===== config.mk =====
export PLATFORM = sky130hd
export DESIGN_NAME = qbb_fifo
export DESIGN_NICKNAME = d
export VERILOG_FILES = /design/src/hdl/quaternion_boxplus_boxminus_assert.svh /design/src/hdl/qbb_pkg.sv /design/src/hdl/qbb_fifo.sv
export SDC_FILE = /design/constraint.sdc
export NUM_CORES = 1
export LEC_CHECK = 0
export BUFFER_PORTS_ARGS = -buffer_cell sky130_fd_sc_hd__buf_2
export CAP_MARGIN = 10
export CORE_ASPECT_RATIO = 0.9
export CORE_MARGIN = 2
export CORE_UTILIZATION = 38
export DETAILED_ROUTE_END_ITERATION = 8
export PLACE_DENSITY = 0.59
export RECOVER_POWER = 50
export SYNTH_ARGS = -nofsm -noshare
export SYNTH_HDL_FRONTEND = slang
export SYNTH_SLANG_ARGS = --single-unit

===== constraint.sdc =====
create_clock -name clk -period 34.9 [get_ports clk]
set_input_delay 10.47 -clock clk [delete_from_list [all_inputs] [get_ports clk]]
set_output_delay 10.47 -clock clk [all_outputs]
set_load 0.005 [all_outputs]

===== src/hdl/quaternion_boxplus_boxminus_assert.svh =====
`ifndef QUATERNION_BOXPLUS_BOXMINUS_ASSERT_SVH
`define QUATERNION_BOXPLUS_BOXMINUS_ASSERT_SVH

// same-cycle implication
`define QBB_ASSERT_IMP(lbl, ant, cons) \
    lbl: assert property (@(posedge clk) disable iff (!rst_n) (ant) |-> (cons)) \
        else $error("qbb assertion failed");

// next-cycle implication
`define QBB_ASSERT_NXT(lbl, ant, cons) \
    lbl: assert property (@(posedge clk) disable iff (!rst_n) (ant) |=> (cons)) \
        else $error("qbb assertion failed");

`endif


===== src/hdl/qbb_pkg.sv =====
package qbb_pkg;

    localparam logic MODE_MINUS = 1'b1;
    localparam logic signed [31:0] OneQ30 = 32'sh4000_0000;
    localparam int unsigned FifoDepth = 2;

    typedef struct packed {
        logic               mode;
        logic signed [31:0] base_w;
        logic signed [31:0] base_x;
        logic signed [31:0] base_y;
        logic signed [31:0] base_z;
        logic signed [31:0] arg_w;
        logic signed [31:0] arg_x;
        logic signed [31:0] arg_y;
        logic signed [31:0] arg_z;
    } qbb_in_t;

    typedef struct packed {
        logic signed [31:0] out_w;
        logic signed [31:0] out_x;
        logic signed [31:0] out_y;
        logic signed [31:0] out_z;
    } qbb_out_t;

    typedef struct packed {
        logic               mode;
        logic signed [32:0] a0;
        logic signed [32:0] a1;
        logic signed [32:0] a2;
        logic signed [32:0] a3;
        logic signed [31:0] b0;
        logic signed [31:0] b1;
        logic signed [31:0] b2;
        logic signed [31:0] b3;
    } qbb_op_t;

    typedef struct packed {
        logic full;
        logic empty;
    } qbb_fifo_stat_t;

endpackage


===== src/hdl/qbb_fifo.sv =====
module qbb_fifo
    import qbb_pkg::*;
#(
    parameter int unsigned DEPTH = FifoDepth
)
(
    input  logic           clk,
    input  logic           rst_n,
    input  logic           push,
    input  qbb_op_t        wr_data,
    input  logic           pop,
    output qbb_op_t        rd_data,
    output qbb_fifo_stat_t stat
);

    localparam int unsigned PtrW = (DEPTH > 1) ? $clog2(DEPTH) : 1;
    localparam int unsigned CntW = $clog2(DEPTH + 1);

    qbb_op_t         mem [DEPTH];
    logic [PtrW-1:0] wr_ptr_reg;
    logic [PtrW-1:0] wr_ptr_next;
    logic [PtrW-1:0] rd_ptr_reg;
    logic [PtrW-1:0] rd_ptr_next;
    logic [CntW-1:0] count_reg;
    logic [CntW-1:0] count_next;
    logic            do_push;
    logic            do_pop;

    assign stat.full  = (count_reg == CntW'(DEPTH));
    assign stat.empty = (count_reg == '0);
    assign do_push    = push && !stat.full;
    assign do_pop     = pop && !stat.empty;
    assign rd_data    = mem[rd_ptr_reg];

    always_comb
    begin
        wr_ptr_next = wr_ptr_reg;
        rd_ptr_next = rd_ptr_reg;
        count_next  = count_reg;
        if (do_push)
        begin
            wr_ptr_next = (wr_ptr_reg == PtrW'(DEPTH - 1)) ? '0 : wr_ptr_reg + 1'b1;
        end
        if (do_pop)
        begin
            rd_ptr_next = (rd_ptr_reg == PtrW'(DEPTH - 1)) ? '0 : rd_ptr_reg + 1'b1;
        end
        if (do_push && !do_pop)
        begin
            count_next = count_reg + 1'b1;
        end
        else if (do_pop && !do_push)
        begin
            count_next = count_reg - 1'b1;
        end
    end

    always_ff @(posedge clk or negedge rst_n)
    begin
        if (!rst_n)
        begin
            wr_ptr_reg <= '0;
            rd_ptr_reg <= '0;
            count_reg  <= '0;
        end
        else
        begin
            wr_ptr_reg <= wr_ptr_next;
            rd_ptr_reg <= rd_ptr_next;
            count_reg  <= count_next;
        end
    end

    always_ff @(posedge clk)
    begin
        if (do_push)
        begin
            mem[wr_ptr_reg] <= wr_data;
        end
    end

endmodule


# Yosys cells after proc, flatten, opt, wreduce, memory -nomap -nowiden

Memories as Yosys holds them, arrays and structs flattened.
Index checks and enable logic that the tools add are counted.

$add $sub $neg: 4
Equality and inequality tests: 1
Muxes and demuxes: 6
Reduce and logical (&&, ||, !) cells: 10

Operator list:

| kind                                             | number |
|---|---|
| logical AND 1 bit                                | 4 |
| logical NOT 1 bit                                | 4 |
| 2-to-1 mux 1 bit                                 | 4 |
| 2-to-1 mux 2 bit                                 | 2 |
| adder 1 bit, second input constant               | 2 |
| adder 2 x 1 -> 2 bit, second input constant      | 1 |
| equality test 2 bit, second input constant       | 1 |
| logical NOT 2 bit                                | 1 |
| nonzero test 2 bit                               | 1 |
| subtractor 2 x 1 -> 2 bit, second input constant | 1 |

Register bits: 4
Bits in writable memories: 522
Input bits: 265
Logic and storage cells: 25
Memories: 1

Memories:

| name | depth | width | rd ports | clocked after memory_dff | wr ports | line           | text |
|---|---|---|---|---|---|---|---|
| mem  | 2     | 261   | 1        | 0                        | 1        | qbb_fifo.sv:19 | `qbb_op_t mem [DEPTH];` |

# Logic depth before layout (Yosys ltp)

Depth in word-level cells: 7
Mapped depth: 7
Gate-level depth less buffers: 7

# Worst setup path before layout

OpenSTA, ideal clock, no wires.

Kind: input -> register
Start: input port push
End: memory mem[0][0] (netlist bit), enable pin
Library setup time: 0.887 ns
Data arrival time: 21.369 ns
Data required time: 34.013 ns
Setup slack: 12.643 ns
Stages: 2
Path buffers: 0
Cells stage by stage: nand2_1 nor2_1

Longest elaborated chain between the ends: 3

RTL lines:

| item                                   | line           | text |
|---|---|---|
| start, declared                        | qbb_fifo.sv:9  | `input logic push,` |
| logical AND 1 bit                      | qbb_fifo.sv:31 | `assign do_push = push && !stat.full;` |
| 2-to-1 mux 1 bit                       | qbb_fifo.sv:76 | `if (do_push)` |
| 2-to-1 mux 1 bit (implied by the code) | qbb_fifo.sv:78 | `mem[wr_ptr_reg] <= wr_data;` |
| end, declared                          | qbb_fifo.sv:19 |  |

Every way passes these cells.

# Worst setup path in the final report

Start: input port push
End: memory mem[1][184] (netlist bit), enable pin

Same word-level chain as after synthesis.

==> impl_metrics.prom <==
# TYPE chip_impl_metric gauge
chip_impl_info{name="status",value="complete, but fails checks"} 1
chip_impl_info{name="violations_in_the_final_reports",value="capacitance limit, slew limit"} 1
chip_impl_metric{name="largest_register_ff_count",unit=""} 522
chip_impl_metric{name="synth_area",unit="mm²"} 0.0198
chip_impl_metric{name="grt_first_pass_wirelength",unit="µm"} 60500
chip_impl_metric{name="syn-num-nets",unit=""} 1097
chip_impl_metric{name="gr-total-overflow",unit=""} 0
chip_impl_metric{name="grt_max_degree",unit=""} 168
chip_impl_metric{name="multi_input_comb_area",unit="mm²"} 0.00370
chip_impl_metric{name="placementRows",unit=""} 79
chip_impl_info{name="grt_most_used_layer",value="met2"} 1
chip_impl_metric{name="io-pin-count",unit=""} 528
chip_impl_info{name="worst_r2r_startpoint",value="count_reg[0]$_DFFE_PN0P_"} 1
chip_impl_metric{name="drt-wirelength-per-cell",unit="µm"} 20.1
chip_impl_metric{name="cp_data_required_time",unit="ns"} 35.09
chip_impl_metric{name="sequential_cell_area",unit="mm²"} 0.0158
chip_impl_metric{name="fillerInstances",unit=""} 4458
chip_impl_metric{name="timing_max_transition_violations_final",unit=""} 152
chip_impl_metric{name="post_cts.repair.setup_buffers",unit=""} 0
chip_impl_info{name="start_kind",value="input port"} 1
chip_impl_metric{name="clock_transition_at_path_regs",unit="ns"} 0.05
chip_impl_metric{name="ys_ff_latch",unit=""} 526
chip_impl_metric{name="total_leakage_power",unit="nW"} 9.29
chip_impl_metric{name="gp_routability_congestion",unit=""} 0.784
chip_impl_metric{name="ant_nets",unit=""} 0
chip_impl_info{name="hp-start",value="wr_ptr_reg$_DFFE_PN0P_"} 1
chip_impl_metric{name="gr-usage-all-layers",unit=""} 0.150
chip_impl_metric{name="grt_pass1_vias",unit=""} 9880
chip_impl_info{name="cts.root.buffer_cell",value="clkbuf_16"} 1
chip_impl_metric{name="first_iter_violations",unit=""} 568
chip_impl_info{name="tritoncts_clock_tree",value="yes"} 1
chip_impl_metric{name="floorplan.die.height",unit="µm"} 220
chip_impl_info{name="final_common_cell",value="edfxtp_1"} 1
chip_impl_metric{name="firstDrtPassIters",unit=""} 4
chip_impl_info{name="critical_path.cell_chain",value="clkbuf_1 > and3_1 > clkbuf_1 > buf_4"} 1
chip_impl_metric{name="critical_path_arrival",unit="ns"} 16.56
chip_impl_metric{name="antenna_violations_before_repair",unit=""} 8
chip_impl_info{name="critPathSlowestCell",value="and3_1"} 1
chip_impl_metric{name="initial_utilization",unit=""} 0.384
chip_impl_metric{name="placement.cell_area",unit="mm²"} 0.0231
chip_impl_metric{name="syn_inst",unit=""} 831
chip_impl_metric{name="fmax",unit="MHz"} 61.1
chip_impl_metric{name="port_buffers",unit=""} 527
chip_impl_metric{name="synth_warnings",unit=""} 0
chip_impl_metric{name="clock-skew-final",unit="ns"} 0.0117
chip_impl_info{name="synthDominantAreaCellType",value="edfxtp_1"} 1
chip_impl_metric{name="worst-r2r-cell-count",unit=""} 4
chip_impl_metric{name="final.period_utilization",unit=""} 0.469
chip_impl_metric{name="drive_above_1_share",unit=""} 0.507
chip_impl_metric{name="crit_path_max_fanout",unit=""} 71
chip_impl_metric{name="setup.reg_to_reg.worst_slack",unit="ns"} 27.95
chip_impl_metric{name="vias",unit=""} 9753
chip_impl_metric{name="maxCapViolCount",unit=""} 3
chip_impl_metric{name="cp_slowest_stage_delay",unit="ns"} 2.53
chip_impl_metric{name="vdd_ir_drop_max",unit="V"} 0.0000556
chip_impl_metric{name="synth_top_cell_area_share",unit=""} 0.793
chip_impl_metric{name="cts_hold_repair.buffers",unit=""} 0
chip_impl_metric{name="tightest_hold_margin",unit="ns"} 0.509
chip_impl_metric{name="hold_viol",unit=""} 0
chip_impl_info{name="hp-class",value="flop to flop"} 1
chip_impl_info{name="mostFrequentLayoutCells",value="edfxtp_1 (522), buf_2 (385), mux2_4 (180), clkbuf_1 (154), mux2_2 (81)"} 1
chip_impl_metric{name="design.die.area",unit="mm²"} 0.0538
chip_impl_metric{name="drt_drc_violations_left",unit=""} 0
chip_impl_metric{name="groute.layer.met1.usage",unit=""} 0.183
chip_impl_metric{name="area_growth_syn_to_layout",unit="%"} 24.5
chip_impl_info{name="worstHoldEndpoint",value="wr_ptr_reg$_DFFE_PN0P_"} 1
chip_impl_info{name="critical_path.most_common_cell",value="clkbuf_1"} 1
chip_impl_metric{name="worst_slew_pin_slew",unit="ns"} 3.50
chip_impl_metric{name="drt-total-wl",unit="µm"} 42800
chip_impl_metric{name="via_per_inst",unit=""} 4.58
chip_impl_metric{name="post_synth_num_cell_types",unit=""} 15
chip_impl_metric{name="core_region_area",unit="mm²"} 0.0515
chip_impl_metric{name="layout.cell_area.non_filler",unit="mm²"} 0.0246
chip_impl_metric{name="globalRouteMet2Util",unit=""} 0.247
chip_impl_metric{name="timing.final.ws_setup",unit="ns"} 18.54
chip_impl_metric{name="finalWorstPathRequiredPeriod",unit="ns"} 16.36
chip_impl_metric{name="syn_avg_cell_area",unit="µm²"} 23.8
chip_impl_metric{name="worst_hold_path.num_cells",unit=""} 1
chip_impl_metric{name="place_ws",unit="ns"} 20.28
chip_impl_metric{name="cts_htree_levels",unit=""} 2
chip_impl_metric{name="cts-buffers-inserted",unit=""} 54
chip_impl_info{name="yosys-top-cells-area",value="edfxtp_1 (79%), mux2_4 (14%), mux2_2 (4.6%), buf_6 (1.2%), dfrtp_1 (0.51%)"} 1
chip_impl_metric{name="totalNegativeSetupSlack",unit="ns"} 0
chip_impl_info{name="rr_endpoint",value="mem[1][184]$_DFFE_PP_"} 1
chip_impl_info{name="grt_setup_unrepaired",value="false"} 1
chip_impl_metric{name="cells_resized_by_post_cts_repair",unit=""} 0
chip_impl_metric{name="finalSetupViolations",unit=""} 0
chip_impl_metric{name="clock_path_buffers",unit=""} 3
chip_impl_info{name="timing.critical_path.to_type",value="flop"} 1
chip_impl_metric{name="floorplan.die.width",unit="µm"} 244
chip_impl_metric{name="slew_headroom",unit=""} -1.33
chip_impl_metric{name="cts.sinks",unit=""} 526
chip_impl_metric{name="met3_usage",unit=""} 0.0528
chip_impl_metric{name="postLayoutCoreUtil",unit=""} 0.478
chip_impl_metric{name="clk-insertion-delay-late",unit="ns"} 0.58
chip_impl_metric{name="post_detail_place_hpwl",unit="µm"} 29000
chip_impl_info{name="setup.worst_path.class",value="input port to flop"} 1
chip_impl_metric{name="p_per_area",unit="mW/mm²"} 84.0
chip_impl_metric{name="synth.yosys.seq_area_share",unit=""} 0.798
chip_impl_metric{name="nets",unit=""} 1660
[cells by family (layout without fill, tap and decap cells)]
family / Yosys count / after routing / share of synthesized area
other: 0 / 3 / 0
XOR/XNOR: 5 / 5 / 0.00222
AND/OR/NAND/NOR: 6 / 6 / 0.00139
flip-flops: 526 / 526 / 0.798
adder cells (fa/ha/maj): 1 / 1 / 0.000633
AO/OA/AOI/OAI: 1 / 1 / 0.000253
multiplexers: 261 / 261 / 0.183
buffers and inverters: 31 / 637 / 0.0144
[worst max-delay path, delay by kind of cell]
kind | cells | cell delay [ns]
buffers and inverters | 3 | 3.45
and+or+nand+nor | 1 | 2.53
[stage by stage]
| stage | instances | total power, mW |
|---|---|---|
| floorplan | 831 | 1.36 |
| global placement | 2026 | 1.54 |
| detailed placement | 2026 | 1.54 |
| CTS | 2125 | 2.10 |
| global route | 2128 | 2.17 |
| finish | 2128 | 2.06 |
[worst max-delay path by stage]
stage                                 end  cells past startpoint                   start  slack [ns]
detailed placement           rd_data[178]                      5  rd_ptr_reg$_DFFE_PN0P_       20.28
global route        mem[1][165]$_DFFE_PP_                      4                    push       17.76
finish              mem[1][184]$_DFFE_PP_                      4                    push       18.54
floorplan             mem[0][0]$_DFFE_PP_                      2                    push       12.64
CTS                          rd_data[178]                      5  rd_ptr_reg$_DFFE_PN0P_       19.63
global placement             rd_data[119]                      5  rd_ptr_reg$_DFFE_PN0P_       20.36
[where the power goes]
part,total [mW],switching (mW),internal [mW]
Combinational,0.601,0.292,0.309
Sequential,0.916,0.0463,0.870
Clock,0.548,0.229,0.319
[per-layer routing]
| metal | vias to the layer above | wire length (µm) |
|---|---|---|
| met5 | - | 70 |
| met1 | 4871 | 17100 |
| met3 | 77 | 3450 |
| met2 | 331 | 21200 |
| met4 | 10 | 964 |
| li1 | 4464 | - |
[synth_stat cells]
cell,number
and3_1,1
buf_2,8
buf_6,21
dfrtp_1,4
edfxtp_1,522
ha_1,1
inv_1,2
mux2_2,81
mux2_4,180
nand2_1,1
nand2b_1,1
nor2_1,3
o21ai_0,1
xnor2_1,3
xor2_1,2
[area by class of cell]
type	count	area share
antenna	3	0.000305
multi-input combinational	274	0.151
sequential	526	0.642
clock buffer	68	0.0597
clock inverter	31	0.00946
inverter	2	0.000305
tap	688	0.0350
timing repair buffer	536	0.103
Power figures use the tool's default switching activity.
