### config.mk
export PLATFORM = sky130hd
export DESIGN_NAME = qbb_front
export DESIGN_NICKNAME = d
export VERILOG_FILES = /design/src/hdl/quaternion_boxplus_boxminus_assert.svh /design/src/hdl/qbb_pkg.sv /design/src/hdl/qbb_front.sv
export SDC_FILE = /design/constraint.sdc
export NUM_CORES = 1
export LEC_CHECK = 0
export ABC_AREA = 1
export BUFFER_PORTS_ARGS = -buffer_cell sky130_fd_sc_hd__buf_4
export CAP_MARGIN = 20
export CELL_PAD_IN_SITES_DETAIL_PLACEMENT = 1
export CELL_PAD_IN_SITES_GLOBAL_PLACEMENT = 1
export CORE_AREA = 5 5 200 202
export CTS_BUF_LIST = sky130_fd_sc_hd__clkbuf_8
export CTS_CLUSTER_DIAMETER = 40
export DETAILED_ROUTE_END_ITERATION = 10
export DIE_AREA = 0 0 205 207
export PLACE_DENSITY_LB_ADDON = 0.25
export SKIP_LAST_GASP = 1
export SLEW_MARGIN = 20
export SYNTH_ARGS = -nofsm -noshare
export SYNTH_HDL_FRONTEND = slang
export SYNTH_SLANG_ARGS = --single-unit
### constraint.sdc
create_clock -name clk -period 36.6 [get_ports clk]
set_clock_uncertainty 0.1 [all_clocks]
set_input_delay 1.83 -clock clk [delete_from_list [all_inputs] [get_ports clk]]
set_output_delay 1.83 -clock clk [all_outputs]
set_load 0.05 [all_outputs]
### src/hdl/quaternion_boxplus_boxminus_assert.svh
`ifndef QUATERNION_BOXPLUS_BOXMINUS_ASSERT_SVH
`define QUATERNION_BOXPLUS_BOXMINUS_ASSERT_SVH

// same-cycle implication
`define QBB_ASSERT_IMP(lbl, ant, cons) \
    lbl: assert property (@(posedge clk) disable iff (!rst_n) (ant) |-> (cons)) \
        else $error("qbb assertion failed");

// next-cycle implication
`define QBB_ASSERT_NXT(lbl, ant, cons) \
    lbl: assert property (@(posedge clk) disable iff (!rst_n) (ant) |=> (cons)) \
        else $error("qbb assertion failed");

`endif

### src/hdl/qbb_pkg.sv
package qbb_pkg;

    localparam logic MODE_MINUS = 1'b1;
    localparam logic signed [31:0] OneQ30 = 32'sh4000_0000;
    localparam int unsigned FifoDepth = 2;

    typedef struct packed {
        logic               mode;
        logic signed [31:0] base_w;
        logic signed [31:0] base_x;
        logic signed [31:0] base_y;
        logic signed [31:0] base_z;
        logic signed [31:0] arg_w;
        logic signed [31:0] arg_x;
        logic signed [31:0] arg_y;
        logic signed [31:0] arg_z;
    } qbb_in_t;

    typedef struct packed {
        logic signed [31:0] out_w;
        logic signed [31:0] out_x;
        logic signed [31:0] out_y;
        logic signed [31:0] out_z;
    } qbb_out_t;

    typedef struct packed {
        logic               mode;
        logic signed [32:0] a0;
        logic signed [32:0] a1;
        logic signed [32:0] a2;
        logic signed [32:0] a3;
        logic signed [31:0] b0;
        logic signed [31:0] b1;
        logic signed [31:0] b2;
        logic signed [31:0] b3;
    } qbb_op_t;

    typedef struct packed {
        logic full;
        logic empty;
    } qbb_fifo_stat_t;

endpackage

### src/hdl/qbb_front.sv
module qbb_front
    import qbb_pkg::*;
(
    input  logic           clk,
    input  logic           rst_n,
    input  logic           start,
    output logic           busy,
    input  qbb_in_t        item,
    input  qbb_fifo_stat_t fifo_stat,
    output logic           push,
    output qbb_op_t        op
);

    logic    valid_reg;
    logic    valid_next;
    qbb_op_t op_reg;
    qbb_op_t op_next;
    logic    accept;
    logic    minus;

    assign busy   = valid_reg && fifo_stat.full;
    assign accept = start && !busy;
    assign push   = valid_reg && !fifo_stat.full;
    assign op     = op_reg;
    assign minus  = (item.mode == MODE_MINUS);

    // conjugate the base in minus mode, unit scalar delta in plus mode
    always_comb
    begin
        op_next.mode = item.mode;
        op_next.a0   = 33'(item.base_w);
        op_next.a1   = minus ? -33'(item.base_x) : 33'(item.base_x);
        op_next.a2   = minus ? -33'(item.base_y) : 33'(item.base_y);
        op_next.a3   = minus ? -33'(item.base_z) : 33'(item.base_z);
        op_next.b0   = minus ? item.arg_w : OneQ30;
        op_next.b1   = item.arg_x;
        op_next.b2   = item.arg_y;
        op_next.b3   = item.arg_z;
        valid_next   = accept || (valid_reg && !push);
    end

    always_ff @(posedge clk or negedge rst_n)
    begin
        if (!rst_n)
        begin
            valid_reg <= 1'b0;
        end
        else
        begin
            valid_reg <= valid_next;
        end
    end

    always_ff @(posedge clk)
    begin
        if (accept)
        begin
            op_reg <= op_next;
        end
    end

endmodule

* Word level (Yosys, flattened, before mapping)
Cells that the tools add are included.
Storage, ports and cells: flip-flop bits (word level) 261, bits of input ports 262, output and inout port bits 263
Cells by class: add/subtract/negate cells 3, muxes and demuxes 3, reductions and logical operators 8
Operators with widths (number):
- 33-bit two-way mux | 3
- 32-bit negator with 33-bit output | 3
- 1-bit logical AND | 4
- 1-bit logical NOT | 3
- 1-bit logical OR | 1

* Depth between registers and ports, before layout
Gate-level depths: netlist of the first run.
depth after elaboration 5, mapped depth 9, gate-level depth less buffers 9

* Worst setup path before layout of the first run
No wires, ideal clock.
path type input to register, start input fifo_stat[1] (netlist bit), end register op_reg (netlist bit op[0]), enable pin, library setup time 0.887 ns, arrival time 12.975 ns, slack 22.638 ns, stages on the path 3, cell sequence nand2_1 -> inv_1 -> nor2_1
On the way: longest elaborated chain between the ends 3
Ends and longest elaborated chain:
- start: declaration | RTL line qbb_front.sv:9 | input qbb_fifo_stat_t fifo_stat,
- 1-bit logical AND | RTL line qbb_front.sv:21 | assign busy = valid_reg && fifo_stat.full;
- net busy | RTL line qbb_front.sv:7 | output logic busy,
- 1-bit logical NOT | RTL line qbb_front.sv:22 | assign accept = start && !busy;
- 1-bit logical AND | RTL line qbb_front.sv:22
- net accept | RTL line qbb_front.sv:18 | logic accept;
- end signal: assignment | RTL line qbb_front.sv:58 | op_reg <= op_next;
- end: declaration | RTL line qbb_front.sv:16 | qbb_op_t op_reg;
The timed path passes the listed nets, and every way through them passes these cells. A chain may end at the register's enable or synchronous reset.

* Final worst setup path of the first run
start input fifo_stat[1] (netlist bit), end output busy
On the way: longest elaborated chain between the ends 1
Ends and longest elaborated chain (RTL line):
- 1-bit logical AND | qbb_front.sv:21
- end: declaration | qbb_front.sv:7
Every way passes these cells.

==> impl_metrics.ini, run 1 <==
[critical_path]
crit_end = busy
reg2reg_to = op[190]
critPathKind = input pin to output pin
setup.worst_path.start_class = input pin
r2r_start = valid_reg
crit_path_end_kind = output pin
crit_fanout = 2
cp-startpoint = fifo_stat[1]
cp.arrival_ns = 2.32
required_ns = 34.67
rr_worst_depth = 5
rrSetupSlack_ns = 33.80

[place]
placed_area_um2 = 16000
dp_hpwl_mm = 36.4
dp.cells = 2067
gp_congestion = 0.866
port_buffers = 523

[final_layout]
largest_reg_flops = 260
fin_area_um2 = 16900
final_net_count = 1866
areaGrowthSynthToFinish_pct = 47.1
drive_above_1_share_pct = 40.3
fin_cells = 2158

[clocking]
cts_tree = done
cts_resized = 0
clock-root-buffer = clkbuf_8
clockBufferDepth = 3
ctsHoldBuffers = 0
clkTransAtPathRegs_ns = 0.06
post_cts_buffers = 0
cts_made_buffers = 50
cts_max_level = 2
cts_sinks = 261
insertion_delay_ns = 0.60

[synth]
synth_mux_area_share_pct = 0
synth_edf_count = 260
syn_inst = 1038
yosys.area.top_type = edfxtp_1
ys_warn_count = 0
yosys.area_share.simple_pct = 22.3
yosysTopAreaCellShare_pct = 67.8
seq_area_frac_synth_pct = 68.0
yosys-top-cells-area = edfxtp_1 68%, nand2_1 10%, nor2_1 4.1%
synthAdderAreaFrac_pct = 0.326
synth.top_cells.by_count = 319 x nand2_1, 260 x edfxtp_1, 126 x nor2_1
syn_nets = 1303
synth.most_common_cell = nand2_1
synth.distinct_cells = 29
synth_compound_gate_area_share_pct = 0.999
syn_area_per_cell_um2 = 11.1
synth_top_family_by_area = simple AND/OR/NAND/NOR gates
synthArstFlopShare_pct = 0.383
synth-seq-cells = 261
synth-xor-area-share_pct = 3.42
synth_flop_cell = edfxtp_1
syn-cell-area_um2 = 11500

[sta]
slew_headroom_pct = 31.1
fmax_ghz = 0.236
setup_viol = 0
finalSetupTns_ns = 0
rsz0062_at_grt = no
hold_viol = 0
drv_slew = 0
worst_pin_slew_ns = 1.03
finalCriticalPeriod_ns = 4.25
period_share_pct = 11.6

[outcome]
status = complete, no violations

[route]
wirelength_mm = 45.3
viasPerCell = 4.43
vias = 9570
drc_errors = 0
wl_per_cell_um = 21.0
antenna_left = 0
initialDrtViolationCount = 299
dr.pass1.iters = 4

[global_route]
grt-ovfl-total = 0
grt_antenna_before_repair = 6
grt_start_max_net_pins = 81
grt_use_total_pct = 20.5
grt_pass1_wl_mm = 65.1
grt_pass1_vias = 10200

[die]
die_w_um = 205
coreArea_um2 = 38100
row_count = 72
initial_core_util_pct = 30.2
design.die.area_um2 = 42400
io_pins = 525
dieHeight_um = 207

[min_path]
hp-class = flop to flop

[power_and_ir_drop]
leakage_nw = 7.61
power_per_cell_area_nw_per_um2 = 46.6
ir_drop_mv = 0.0281

[run]
maxCapViolCount = 0
logic make-up after synthesis:
family | after synthesis
AO/OA/AOI/OAI | 22
XOR/XNOR | 45
adder cells (fa/ha/maj) | 3
buffers and inverters | 131
flip-flops | 261
AND/OR/NAND/NOR | 576
worst min-delay path by stage:
| stage | startpoint | cells after the start | slack [ns] | end |
|---|---|---|---|---|
| 3_3_place_gp | valid_reg | 2 | 0.37 | valid_reg |
| 2_1_floorplan | valid_reg | 2 | 0.36 | valid_reg |
| 4_1_cts | valid_reg | 2 | 0.41 | valid_reg |
| 6_report | valid_reg | 2 | 0.40 | valid_reg |
| 5_1_grt | valid_reg | 2 | 0.45 | valid_reg |
| 3_5_place_dp | valid_reg | 2 | 0.40 | valid_reg |
through the flow:
step           power [mW]  hold WS (ns)  worst slack (ns)  util, %
2_1_floorplan       0.464         0.359             22.64        -
3_3_place_gp        0.523         0.374             32.27     42.0
3_5_place_dp        0.526         0.396             32.23     42.0
4_1_cts             0.804         0.409             32.35     44.4
5_1_grt             0.827         0.450             32.31     44.5
6_report            0.790         0.402             32.35     44.5
layer usage:
metal	wire length, um	vias up	GRT usage [%]
met2	23200	371	36.8
met1	15300	4562	20.3
met5	27	-	0
met3	4770	98	9.12
met4	2000	4	8.80
li1	-	4535	-
critical path: stages:
cell	delay [ns]
buf_4	0.08
nand2_1	0.06
inv_1	0.11
buf_4	0.23
where the power goes:
part,total [mW],switching (mW),internal (mW)
logic,0.160,0.110,0.0500
registers,0.358,0.00517,0.353
clock network,0.272,0.129,0.143
cells in the final DEF (no fill, tap or decap):
cell type,count
diode_2,4
clkinv_2,4
nor2_1,125
clkinvlp_4,3
buf_4,528
nand3b_1,6
inv_8,1
nand3_1,60
nand2_2,15
o21ai_0,17
edfxtp_1,260
xnor2_1,17
or2_1,1
xor2_1,28
inv_4,1
nand2_4,2
nand2_1,319
nor3_1,1
nor2_4,21
a21oi_1,1
clkinv_1,8
bufinv_16,2
clkbuf_8,50
o21ai_1,2
nand3_2,4
dfrtp_1,1
inv_2,2
inv_6,1
nor2_8,2
o211ai_1,2
inv_1,125
nor2_2,20
clkinv_4,4
ha_1,3
cell type report:
cell class / instances / area, um2
fillers: 4332 / 21200
well taps: 518 / 648
multi-input cells: 646 / 3130
inverters: 114 / 430
repair buffers: 528 / 3960
flip-flops and latches: 261 / 7830
clock buffers: 50 / 688
clock inverters: 37 / 240
diodes: 4 / 10.0
(Power assumes the default switching activity.)
==> inputs of run 2 (changes only) <==
--- a/config.mk
+++ b/config.mk
@@ -10,11 +10,11 @@
 export CAP_MARGIN = 20
 export CELL_PAD_IN_SITES_DETAIL_PLACEMENT = 1
 export CELL_PAD_IN_SITES_GLOBAL_PLACEMENT = 1
-export CORE_AREA = 5 5 200 202
+export CORE_AREA = 5 5 202 204
 export CTS_BUF_LIST = sky130_fd_sc_hd__clkbuf_8
 export CTS_CLUSTER_DIAMETER = 40
 export DETAILED_ROUTE_END_ITERATION = 10
-export DIE_AREA = 0 0 205 207
+export DIE_AREA = 0 0 207 209
 export PLACE_DENSITY_LB_ADDON = 0.25
 export SKIP_LAST_GASP = 1
 export SLEW_MARGIN = 20
==> constraint.sdc (replaced) <==
create_clock -name clk -period 4 [get_ports clk]
set_clock_uncertainty 0.1 [all_clocks]
set_input_delay 0.2 -clock clk [delete_from_list [all_inputs] [get_ports clk]]
set_output_delay 0.2 -clock clk [all_outputs]
set_load 0.05 [all_outputs]
==> impl_metrics.ini, run 2 (synthesized netlist as in run 1, its figures left out) <==
[final_layout]
final_common_cell = buf_4
fin_area_um2 = 19800
most-common-layout-cells = 525 x buf_4, 319 x nand2_1, 273 x dlygate4sd3_1
areaGrowthSynthToFinish_pct = 72.1
drive_above_1_share_pct = 34.7
final_net_count = 2143
largest_reg_flops = 260

[sta]
fmax_ghz = 0.391
setup_viol = 0
drv_slew = 0
whs_ns = 0.0553
period_share_pct = 63.9
worst_pin_slew_ns = 0.779
rsz0062_at_grt = no
finalCriticalPeriod_ns = 2.56
hold_viol = 0
slew_headroom_pct = 48.1

[clocking]
clockBufferDepth = 3
clock-root-buffer = clkbuf_8
cts_tree = done
cts_max_level = 2
cts_made_buffers = 53
cts_sinks = 261
insertion_delay_ns = 0.64
clkTransAtPathRegs_ns = 0.06
cts_resized = 0

[die]
coreArea_um2 = 39100
initial_core_util_pct = 29.5
row_count = 73
design.die.area_um2 = 43300
dieHeight_um = 209
io_pins = 525
die_w_um = 207

[power_and_ir_drop]
leakage_nw = 8.81
finalPower_mw = 7.83
power_per_cell_area_nw_per_um2 = 395
ir_drop_mv = 0.241

[place]
dp_hpwl_mm = 36.9
placed_area_um2 = 16100
gp_congestion = 0.955
port_buffers = 523

[critical_path]
crit_family = buffers and inverters
crit_end = op[211]
critPathKind = input pin to flop
r2r_start = valid_reg
path_common_cell = nand2_1
cp.arrival_ns = 2.97
crit_chain = dlygate4sd3_1 -> buf_4 -> nor2_1 -> nand2_1 -> nor2_4 -> nand3_1 -> nand2_1 -> nand2_1 -> dlygate4sd3_1 -> nand2_1 -> dlygate4sd3_1
rr_worst_depth = 4
crit_path_end_kind = flop
critPathBufInv = 4
path_depth = 11
max_stage_delay_ns = 0.58
crit_fanout = 5
reg2reg_to = op[183]
setup.worst_path.start_class = input pin
rrSetupSlack_ns = 1.86
cp_slowest_cell = dlygate4sd3_1
cp-startpoint = item[197]
required_ns = 4.41

[route]
dr.pass1.iters = 4
wl_per_cell_um = 22.4
viasPerCell = 4.45
drc_errors = 0
initialDrtViolationCount = 563
antenna_left = 0
vias = 10900
wirelength_mm = 54.9

[global_route]
grt_use_total_pct = 24.7
grt_pass1_wl_mm = 80.8
grt-ovfl-total = 0
grt_start_max_net_pins = 92
grt_pass1_vias = 12200
grt_antenna_before_repair = 5

[min_path]
hold_start = item[256]
hp-class = input pin to flop
min_path_cells = 1

[run]
maxCapViolCount = 0

[outcome]
status = complete, no violations
## run 2: cell types whose count changed in the layout (fill, tap and decap cells not counted), sizes merged
| cell | change |
|---|---|
| bufinv | +1 |
| dlygate4sd3 | +273 |
| buf | +1 |
| clkinvlp | +3 |
| clkinv | -1 |
| inv | +2 |
| clkbuf | +3 |
## run 2: power breakdown
part | total, mW | switching [mW] | internal, mW
sequential | 3.29 | 0.0604 | 3.23
clock | 2.78 | 1.33 | 1.44
combinational | 1.76 | 1.12 | 0.647
total | 7.83 | 2.51 | 5.32
## run 2: worst reg2reg max path: stages (launching register included)
cell and delay, ns:
dfrtp_1 0.37, nand2_1 0.09, inv_1 0.09, nor2_4 0.52, buf_12 0.47
## run 2: repair_timing
| action | CTS | global route |
|---|---|---|
| endpoints found under the hold margin | 274 | 0 |
| setup buffers | 0 | 0 |
| hold buffers | 273 | 0 |
## run 2: layout make-up
class	count	area (um2)
multi-input combinational	646	3130
clock inverter	42	285
clock buffer	53	729
fill	4332	19300
inverter	114	430
tap	525	657
antenna	4	10.0
sequential	261	7830
timing repair buffer	802	6750
## run 2: how the worst min path moves through the flow
stage                     end  slack [ns]
finish                op[260]        0.06
global route          op[260]        0.06
CTS                   op[231]        0.01
detailed placement  valid_reg       -0.12
global placement    valid_reg       -0.12
floorplan           valid_reg       -0.20
## run 2: per-stage QoR
stage	worst slack [ns]	cells	utilization [%]	TNS, ns
final	1.44	2447	50.7	0
after global routing	1.36	2447	50.7	0
after CTS	1.58	2443	50.7	0
after detailed placement	1.80	2075	41.1	0
after global placement	1.83	2075	41.1	0
after floorplan	-1.10	1038	-	-285.07
## run 2: routing by layer
metal  up-vias  share of wire [%]  global-route usage (%)
li1       5089                  -                       -
met1      5252                 37                    26.9
met2       440                 51                    43.8
met3       115                7.3                    7.64
met4         0                4.9                    12.0
met5         -                  0                       0
